**config.mk**
```make
export PLATFORM = sky130hd
export DESIGN_NAME = i2c_slave_frame_checker_top
export DESIGN_NICKNAME = d
export VERILOG_FILES = /design/src/sv/i2c_sfc_pkg.sv /design/src/sv/i2c_sfc_frame.sv /design/src/sv/i2c_slave_frame_checker_top.sv
export SDC_FILE = /design/constraint.sdc
export NUM_CORES = 1
export LEC_CHECK = 0
export ABC_CLOCK_PERIOD_IN_PS = 4400
export BUFFER_PORTS_ARGS = -buffer_cell sky130_fd_sc_hd__buf_2
export CAP_MARGIN = 20
export CELL_PAD_IN_SITES_DETAIL_PLACEMENT = 0
export CELL_PAD_IN_SITES_GLOBAL_PLACEMENT = 1
export CORE_MARGIN = 4
export CORE_UTILIZATION = 48
export DETAILED_ROUTE_END_ITERATION = 8
export HOLD_SLACK_MARGIN = 0.12
export PLACE_DENSITY = 0.87
export SLEW_MARGIN = 20
export SYNTH_ARGS = -nofsm -noshare
export SYNTH_HDL_FRONTEND = slang
export SYNTH_SLANG_ARGS = --single-unit
export TNS_END_PERCENT = 50
```
**constraint.sdc**
```tcl
create_clock -name clk_i -period 4.4 [get_ports clk_i]
set_input_delay 0.44 -clock clk_i [delete_from_list [all_inputs] [get_ports clk_i]]
set_output_delay 0.44 -clock clk_i [all_outputs]
set_load 0.05 [all_outputs]
```
**src/sv/i2c_sfc_pkg.sv**
```systemverilog
// ----------------------------------------------------------------------------
// I2C slave frame checker: shared types and constants
// Event modes, verdict codes, register indexes, the frame snapshot type and
// the verdict function used at the end of a frame.
// ----------------------------------------------------------------------------
package i2c_sfc_pkg;

  // Event modes carried in tuser
  localparam logic [1:0] MODE_START = 2'd0;
  localparam logic [1:0] MODE_BYTE  = 2'd1;
  localparam logic [1:0] MODE_STOP  = 2'd2;

  // Verdict codes
  localparam logic [2:0] VERDICT_PING   = 3'd0;
  localparam logic [2:0] VERDICT_LOADER = 3'd1;
  localparam logic [2:0] VERDICT_BAD    = 3'd2;
  localparam logic [2:0] VERDICT_XOR    = 3'd3;
  localparam logic [2:0] VERDICT_SELECT = 3'd4;
  localparam logic [2:0] VERDICT_FWD    = 3'd5;

  // Configuration register indexes
  localparam logic [0:0] REG_HEAD = 1'b0;
  localparam logic [0:0] REG_TAIL = 1'b1;

  localparam logic [7:0] HEAD_RESET = 8'h55;
  localparam logic [7:0] TAIL_RESET = 8'hAA;

  // Fixed markers of the ping and loader frames, and the select and minimum lengths
  localparam logic [7:0] MAGIC_HEAD = 8'h55;
  localparam logic [7:0] MAGIC_SIXTH = 8'hAA;
  localparam logic [7:0] PING_LEN   = 8'h04;
  localparam logic [7:0] LOADER_LEN = 8'h00;
  localparam logic [7:0] SELECT_LEN = 8'h05;
  localparam logic [7:0] MIN_LEN    = 8'h03;

  typedef struct packed {
    logic       valid;
    logic [1:0] mode;
    logic [7:0] data;
  } beat_t;

  typedef struct packed {
    logic [7:0] first;
    logic [7:0] addr;
    logic [7:0] len;
    logic [7:0] sixth;
    logic [7:0] check;
    logic [7:0] last;
    logic [7:0] xsum;
    logic [7:0] asum;
  } frame_t;

  typedef struct packed {
    logic [2:0] verdict;
    logic [7:0] sum;
  } judgement_t;

  function automatic judgement_t judge(frame_t f, logic [7:0] head, logic [7:0] tail,
                                       logic [7:0] cap);
    judgement_t j;
    logic [7:0] x;
    logic [7:0] s;
    logic [7:0] tail_got;
    logic [7:0] check_got;
    logic       magic;
    j.sum = 8'h00;
    magic = (f.first == MAGIC_HEAD) && (f.sixth == MAGIC_SIXTH);
    // The header bytes join the running XOR and sum only where they lie
    // before the check byte.
    x = f.xsum ^ f.first;
    s = f.asum + f.first;
    if (f.len > 8'd3) begin
      x = x ^ f.addr;
      s = s + f.addr;
    end
    if (f.len > 8'd4) begin
      x = x ^ f.len;
      s = s + f.len;
    end
    tail_got  = (f.len == 8'd3) ? f.len : f.last;
    check_got = (f.len == 8'd3) ? f.addr : ((f.len == 8'd4) ? f.len : f.check);
    priority if (magic && f.len == PING_LEN) begin
      j.verdict = VERDICT_PING;
    end else if (magic && f.len == LOADER_LEN) begin
      j.verdict = VERDICT_LOADER;
    end else if (f.len < MIN_LEN || f.len > cap) begin
      j.verdict = VERDICT_BAD;
    end else if (f.first != head || tail_got != tail) begin
      j.verdict = VERDICT_BAD;
    end else if (x != check_got) begin
      j.verdict = VERDICT_XOR;
    end else if (f.len == SELECT_LEN) begin
      j.verdict = VERDICT_SELECT;
    end else begin
      j.verdict = VERDICT_FWD;
      j.sum = s;
    end
    return j;
  endfunction

endpackage

```
**src/sv/i2c_sfc_frame.sv**
```systemverilog
// ----------------------------------------------------------------------------
// I2C slave frame checker: frame tracker
// Keeps the byte count, the header bytes, the sixth byte, the check and tail
// bytes and the running XOR and sum of the frame being received.
// ----------------------------------------------------------------------------
module i2c_sfc_frame #(
  parameter int unsigned FRAME_CAPACITY = 64
) (
  input  logic                clk_i,
  input  logic                rst_ni,
  input  i2c_sfc_pkg::beat_t  beat_i,
  output i2c_sfc_pkg::frame_t frame_o
);

  localparam logic [6:0] CapCount = 7'(FRAME_CAPACITY);

  logic [6:0]          count_q, count_d;
  i2c_sfc_pkg::frame_t frame_q, frame_d;
  logic [8:0]          pos_ext;
  logic [8:0]          len_ext;

  assign pos_ext = {2'b00, count_q};
  assign len_ext = {1'b0, frame_q.len};

  always_comb begin
    count_d = count_q;
    frame_d = frame_q;
    if (beat_i.valid) begin
      unique case (beat_i.mode)
        i2c_sfc_pkg::MODE_START, i2c_sfc_pkg::MODE_STOP: begin
          count_d = '0;
          frame_d = '0;
        end
        i2c_sfc_pkg::MODE_BYTE: begin
          // Bytes beyond the capacity are dropped.
          if (count_q < CapCount) begin
            count_d = count_q + 7'd1;
            priority if (count_q == 7'd0) begin
              frame_d.first = beat_i.data;
            end else if (count_q == 7'd1) begin
              frame_d.addr = beat_i.data;
            end else if (count_q == 7'd2) begin
              frame_d.len = beat_i.data;
            end else begin
              if (count_q == 7'd5) frame_d.sixth = beat_i.data;
              if (pos_ext + 9'd2 < len_ext) begin
                frame_d.xsum = frame_q.xsum ^ beat_i.data;
                frame_d.asum = frame_q.asum + beat_i.data;
              end
              if (pos_ext + 9'd2 == len_ext) frame_d.check = beat_i.data;
              if (pos_ext + 9'd1 == len_ext) frame_d.last = beat_i.data;
            end
          end
        end
        default: begin
        end
      endcase
    end
  end

  always_ff @(posedge clk_i or negedge rst_ni) begin
    if (!rst_ni) begin
      count_q <= '0;
      frame_q <= '0;
    end else begin
      count_q <= count_d;
      frame_q <= frame_d;
    end
  end

  assign frame_o = frame_q;

endmodule

```
**src/sv/i2c_slave_frame_checker_top.sv**
```systemverilog
// ----------------------------------------------------------------------------
// I2C slave frame checker
// Collects the start, byte and stop events of an I2C slave and gives one
// verdict beat for every stop.
// ----------------------------------------------------------------------------
// The block takes one event beat per clock. An accepted beat sits in the
// input register and is then applied to the frame state; a stop turns
// into a verdict beat in the output register once it leaves the input
// register, and the verdict is offered on the master side from there.
// Input is held off only while the output register holds an untaken
// verdict and the next stop is waiting behind it.
// Start and byte events give no output beat; mode 3 is ignored. Head and tail
// bytes are configured through the write port and should be changed only
// between frames.
module i2c_slave_frame_checker_top #(
  parameter int unsigned FRAME_CAPACITY = 64
) (
  input  logic        clk_i,
  input  logic        rst_ni,
  input  logic        s_axis_tvalid,
  output logic        s_axis_tready,
  input  logic [7:0]  s_axis_tdata,   // [7:0] data_byte
  input  logic [1:0]  s_axis_tuser,   // [1:0] mode
  output logic        m_axis_tvalid,
  input  logic        m_axis_tready,
  // [2:0] verdict, [10:3] address_field, [18:11] frame_length,
  // [26:19] byte_sum, [31:27] zero
  output logic [31:0] m_axis_tdata,
  input  logic        cfg_we_i,
  input  logic [0:0]  cfg_index_i,
  input  logic [7:0]  cfg_data_i
);

  localparam logic [7:0] CapLen = 8'(FRAME_CAPACITY);

  logic                    in_valid_q, in_valid_d;
  logic [1:0]              in_mode_q, in_mode_d;
  logic [7:0]              in_data_q, in_data_d;
  logic                    out_valid_q, out_valid_d;
  logic [26:0]             out_data_q, out_data_d;
  logic [7:0]              head_q, tail_q;
  logic                    advance;
  logic                    is_stop;
  i2c_sfc_pkg::beat_t      step;
  i2c_sfc_pkg::frame_t     frame;
  i2c_sfc_pkg::judgement_t jdg;

  assign is_stop = (in_mode_q == i2c_sfc_pkg::MODE_STOP);
  // A stop may only move on when the output register is free or being emptied.
  assign advance = in_valid_q && (!is_stop || !out_valid_q || m_axis_tready);
  assign s_axis_tready = !in_valid_q || advance;

  assign step.valid = advance;
  assign step.mode  = in_mode_q;
  assign step.data  = in_data_q;

  i2c_sfc_frame #(
    .FRAME_CAPACITY(FRAME_CAPACITY)
  ) u_frame (
    .clk_i  (clk_i),
    .rst_ni (rst_ni),
    .beat_i (step),
    .frame_o(frame)
  );

  assign jdg = i2c_sfc_pkg::judge(frame, head_q, tail_q, CapLen);

  always_comb begin
    in_valid_d = in_valid_q;
    in_mode_d  = in_mode_q;
    in_data_d  = in_data_q;
    if (s_axis_tvalid && s_axis_tready) begin
      in_valid_d = 1'b1;
      in_mode_d  = s_axis_tuser;
      in_data_d  = s_axis_tdata;
    end else if (advance) begin
      in_valid_d = 1'b0;
    end
  end

  always_comb begin
    out_valid_d = out_valid_q;
    out_data_d  = out_data_q;
    if (advance && is_stop) begin
      out_valid_d = 1'b1;
      out_data_d  = {jdg.sum, frame.len, frame.addr, jdg.verdict};
    end else if (m_axis_tready) begin
      out_valid_d = 1'b0;
    end
  end

  always_ff @(posedge clk_i or negedge rst_ni) begin
    if (!rst_ni) begin
      in_valid_q  <= 1'b0;
      out_valid_q <= 1'b0;
    end else begin
      in_valid_q  <= in_valid_d;
      out_valid_q <= out_valid_d;
    end
  end

  always_ff @(posedge clk_i) begin
    in_mode_q  <= in_mode_d;
    in_data_q  <= in_data_d;
    out_data_q <= out_data_d;
  end

  always_ff @(posedge clk_i or negedge rst_ni) begin
    if (!rst_ni) begin
      head_q <= i2c_sfc_pkg::HEAD_RESET;
      tail_q <= i2c_sfc_pkg::TAIL_RESET;
    end else if (cfg_we_i) begin
      unique case (cfg_index_i)
        i2c_sfc_pkg::REG_HEAD: head_q <= cfg_data_i;
        i2c_sfc_pkg::REG_TAIL: tail_q <= cfg_data_i;
        default: begin
        end
      endcase
    end
  end

  assign m_axis_tvalid = out_valid_q;
  assign m_axis_tdata  = {5'b00000, out_data_q};

endmodule
```
======== After elaboration in Yosys (flattened, before gate mapping) ========
Index checks and enable logic that the tools add are counted.
storage, ports and cells
  flip-flop bits (word level) ............. 126
  bits of input ports ..................... 24
  output and inout port bits .............. 34
cells by class
  add/sub/neg operators ................... 7
  magnitude comparators ................... 6
  equal/unequal tests ..................... 26
  multiplexer cells ....................... 30
  bitwise logic cells ..................... 5
  reduce and logical (&&, ||, !) cells .... 34
operators by type and width
  kind                                                                             number
  64-bit case mux with 2 select lines                                              1
  8-bit 2-to-1 mux                                                                 13
  64-bit 2-to-1 mux                                                                1
  56-bit 2-to-1 mux                                                                1
  48-bit 2-to-1 mux                                                                1
  40-bit 2-to-1 mux                                                                1
  8-bit adder                                                                      4
  8-bit bitwise XOR                                                                4
  7-bit AND reduction                                                              4
  8-bit inequality test                                                            3
  9-bit by 8-bit == test with 1-bit output                                         2
  8-bit by 3-bit == test with 1-bit output, second input constant                  2
  16-bit 2-to-1 mux                                                                1
  2-bit by 1-bit inequality test with 1-bit output, second input constant          8
  7-bit case mux with 2 select lines                                               1
  9-bit by 8-bit less-than comparator with 1-bit output                            1
  7-bit by 1-bit adder with 8-bit output, second input constant                    1
  7-bit by 2-bit adder with 8-bit output, second input constant                    1
  8-bit by 2-bit == test with 1-bit output, second input constant                  1
  8-bit by 7-bit == test with 1-bit output, second input constant                  1
  8-bit == test, second input constant                                             1
  8-bit by 2-bit greater-than comparator with 1-bit output, second input constant  1
  8-bit by 3-bit greater-than comparator with 1-bit output, second input constant  1
  8-bit by 7-bit greater-than comparator with 1-bit output, second input constant  1
  28 further kinds                                                                 52

======== Longest topological paths before layout ========
  depth after elaboration ................. 10
  gate-level depth with buffers ........... 18
  gate-level depth less buffers ........... 18

======== Modules after synthesis ========
From an unflattened synthesis, not the netlist that was laid out.
unflattened totals
  cells, all modules ...................... 776
  area, all modules ....................... 7,744.9 µm²
modules (own cells, without submodules)
  module                       instances  cells an instance  area an instance (µm²)
  i2c_slave_frame_checker_top  1          385                4,018.9
  i2c_sfc_frame                1          391                3,726.1

======== Worst setup path before layout ========
No wires, ideal clock.
  path kind ............................... register to register
  start point ............................. register u_frame.frame_q, in the netlist u_frame.frame_o[56]
  end point ............................... register out_data_q[26], data pin
  library setup time ...................... 0.255 ns
  arrival ................................. 3.610 ns
  setup slack ............................. 0.536 ns
  stages on the path, launching flop included .. 17
  period minus slack after synthesis ...... 3.864 ns
  cells stage by stage .................... dfrtp_1 > ha_1 > fa_1 > a21o_1 > a21o_1 > a2111o_1 > o311ai_0 > ha_1 > a21boi_0 > o31ai_1 > ha_1 > a21oi_1 > a31oi_1 > mux2i_1 > xnor2_1 > xnor2_1 > nor2_2
on the way
  longest elaborated chain between the ends .. 7
RTL lines
  what                                                                 RTL line                            source
  from (decl)                                                          i2c_sfc_frame.sv:18                 i2c_sfc_pkg::frame_t frame_q, frame_d;
  from (signal assigned)                                               i2c_sfc_frame.sv:67                 frame_q <= frame_d;
  parallel branches: the longest is 7 deep, another holds 8-bit adder  -
  to (signal assigned)                                                 i2c_slave_frame_checker_top.sv:105  out_data_q <= out_data_d;
  to (decl)                                                            i2c_slave_frame_checker_top.sv:40   logic [26:0] out_data_q, out_data_d;
Parallel ways; which one is timed is not known.
A chain may end at the register's enable or synchronous reset.

======== Final worst setup path ========
Same ends and word-level chain as after synthesis.

==> impl_metrics.py <==
metrics = {
    "cts": {
        "insertion_delay_ns": 0.43,
        "cts-root-to-sink-buffers": 2,
        "cts-htree-levels": 4,
        "clkSinkCount": 126,
        "clockRootBuffer": "clkbuf_16",
        "cts_buffers": 17,
        "clkTransAtPathRegs_ns": 0.06,
        "cts_tree": "done",
    },
    "yosys": {
        "yosysMostFrequentCell": "nand2_1",
        "async_flop_share_pct": 70.6,
        "synth_edf_count": 37,
        "syn-cell-area_sq_um": 7550,
        "synth_cell_types": 71,
        "ys.flop_type": "dfrtp_1",
        "yosysTopAreaCell": "dfrtp_1",
        "synth_common_cells": "100 x nand2_1, 81 x dfrtp_1, 79 x o21ai_0, 43 x nor2_1, 42 x ha_1",
        "synth_top_area_share_pct": 26.8,
        "yosys-top-cells-area": "dfrtp_1 27%, edfxtp_1 15%, ha_1 7.0%, o21ai_0 5.2%, nand2_1 5.0%",
        "synthCells": 765,
        "avgSynthCellArea_sq_um": 9.88,
        "ys_seq_area_share_pct": 44.3,
        "ys_seq_elements": 126,
        "yosys_warnings": 0,
    },
    "timing": {
        "holdWs_ns": 0.184,
        "tns_ns": 0,
        "hold_viol": 0,
        "clock-skew-final_ns": 0.0100,
        "drv_slew": 0,
        "fin_ws_ns": 0.212,
        "fmax_ghz": 0.239,
        "setup_violations": 0,
        "fin_crit_sh_pct": 95.2,
        "maxSlewHeadroom_pct": 35.7,
        "worst_pin_slew_ns": 0.958,
        "post-route-min-period_ns": 4.19,
    },
    "layout": {
        "multiInputGateArea_sq_um": 3950,
        "area_delta_synth_final_pct": 14.7,
        "layout-drive-gt1-share_pct": 17.9,
        "stdcell_area_sq_um": 8670,
        "final_nets": 893,
        "seq_area_sq_um": 3350,
        "n_fill_cell": 1361,
        "num_antenna_cells": 0,
    },
    "pwr": {
        "power_frac_seq_pct": 37.7,
        "p_switching_mw": 1.31,
        "ir_drop_v": 0.000292,
        "p_total_mw": 3.88,
        "p_int_mw": 2.57,
        "p_clk_share_pct": 35.4,
        "leakage_nw": 3.81,
        "powerDensity_nw_per_um2": 448,
        "share_comb_of_total_power_pct": 26.9,
        "swShare_pct": 33.8,
    },
    "grt": {
        "grt_pass1_vias": 5782,
        "grt_util_all_layers_pct": 22.7,
        "grt_pass1_wl_mm": 31.4,
        "grt_max_degree": 48,
        "antenna_found_initial": 0,
        "overflow": 0,
    },
    "critical_path": {
        "arrival_ns": 4.36,
        "worstSetupPathType": "flop to flop",
        "crit_chain": "ha_1 > fa_1 > a21o_1 > a21o_1 > a2111o_1 > o311ai_0 > ha_1 > a21boi_0 > o31ai_2 > ha_1 > nor3_1 > a31oi_1 > mux2i_1 > xnor2_1 > xnor2_1 > nor2_2",
        "critPathCaptureType": "flop",
        "startpoint_type": "flop",
        "cpPeakStageDelay_ns": 0.44,
        "critPathSlowestCell": "dfrtp_1",
        "path_common_cell": "ha_1",
        "critPathRequiredTime_ns": 4.57,
        "worstPathMaxFanout": 5,
    },
    "floorplanning": {
        "die-area_sq_um": 17800,
        "start_util_pct": 49.3,
        "io_pins": 58,
        "dieHeight_um": 133,
        "row_count": 45,
        "core_region_area_sq_um": 15300,
        "die_x_um": 133,
    },
    "detailed_routing": {
        "routedWlPerCell_um": 18.8,
        "drtIter0Drc": 576,
        "drt_first_pass_iters": 5,
        "via_per_inst": 5.68,
        "ant_nets": 0,
        "drt_wl_total_mm": 19.7,
        "vias": 5943,
        "drcViolationCount": 0,
    },
    "run_status": {
        "status": "complete, no violations",
    },
    "placement": {
        "gp_congestion": 0.912,
        "dpl.hpwl_mm": 14.7,
        "place_area_sq_um": 8050,
        "io_buffers": 52,
        "dp_slack_ns": 0.190,
    },
    "hold_path": {
        "hp-class": "input pin to flop",
    },
    "job": {
        "drv_cap": 0,
    },
}
area by class of cell:
type	count	share of cell area [%]
Clock buffer	18	5.20
Clock inverter	14	1.53
Inverter	28	1.21
Multi-Input combinational cell	578	45.6
Sequential cell	126	38.6
Tap cell	211	3.05
Timing Repair Buffer	72	4.79
worst max-delay path, delay by kind of cell, from the launching register on:
family / cells / cell delay, ns
AOI/OAI and AO/OA: 7 / 1.57
xor gates and xnor gates: 2 / 0.32
adders and majority gates: 4 / 1.24
DFF: 1 / 0.44
muxes: 1 / 0.25
and+or+nand+nor: 2 / 0.09
flip-flops by register name, summed over array words and instances (netlist names):
| register | flops |
|---|---|
| in_data_q | 8 |
| m_axis_tvalid | 1 |
| u_frame.frame_o | 64 |
| u_frame.count_q | 7 |
| out_data_q | 27 |
| in_valid_q | 1 |
| in_mode_q | 2 |
| tail_q | 8 |
| head_q | 8 |
final timing paths:
path	end	from	slack, ns	depth (start not counted)
max	out_data_q[26]	u_frame.frame_o[56]	0.21	16
min	in_data_q[6]	s_axis_tdata[6]	0.18	1
max reg2reg	out_data_q[26]	u_frame.frame_o[56]	0.21	16
min reg2reg	u_frame.frame_o[35]	u_frame.frame_o[35]	0.48	2
max in group asynchronous	u_frame.frame_o[42]	rst_ni	2.84	3
min in group asynchronous	head_q[5]	rst_ni	0.56	2
per-layer routing:
layer  routed length, um  share of wire [%]  vias to the layer above  global-route usage (%)
met5                   0                  0                        -                       0
met4                 430                2.2                        0                    7.37
met3                1250                6.4                       34                    4.80
met2                9140                 46                      227                    36.2
met1                8860                 45                     2848                    31.2
li1                    -                  -                     2834                       -
stage by stage:
stage               util, %  cells
floorplan                 -    769
global placement       52.6   1013
detailed placement     52.6   1013
CTS                    56.4   1046
global route           56.6   1047
finish                 56.6   1047
logic make-up (layout without fill, tap and decap cells):
| group | Yosys count | after routing | share of synthesized area [%] |
|---|---|---|---|
| AO/OA/AOI/OAI | 187 | 187 | 15.4 |
| XOR/XNOR | 79 | 79 | 9.26 |
| adder cells (fa/ha/maj) | 46 | 46 | 8.02 |
| buffers and inverters | 65 | 132 | 3.89 |
| flip-flops | 126 | 126 | 44.3 |
| multiplexers | 23 | 23 | 3.33 |
| other | 1 | 5 | 0.0496 |
| AND/OR/NAND/NOR | 238 | 238 | 15.7 |
layout by cell type (no fill, tap or decap), drive strengths merged, types with 15 or more instances in the layout:
cell | synthesis | final
nor3 | 15 | 15
edfxtp | 37 | 37
inv | 28 | 31
xnor2 | 41 | 41
a21oi | 32 | 32
mux2 | 17 | 17
buf | 14 | 70
o21ai | 82 | 82
xor2 | 38 | 38
ha | 42 | 42
nand2 | 100 | 100
clkbuf | 23 | 19
dfrtp | 81 | 81
nor2 | 49 | 49
power by group through the flow:
stage	Combinational [mW]	Clock, mW	Sequential [mW]
global route	1.15	1.44	1.47
detailed placement	1.02	0	1.48
finish	1.04	1.37	1.46
floorplan	0.756	0	1.46
global placement	0.992	0	1.47
CTS	1.02	1.39	1.46
what timing repair did:
action	in CTS	in global routing
gates resized for setup	0	5
buffers inserted	0	0
hold endpoints to repair	38	0
endpoints found under the setup margin	0	1
hold buffers	1	0
(Power assumes the default switching activity.)
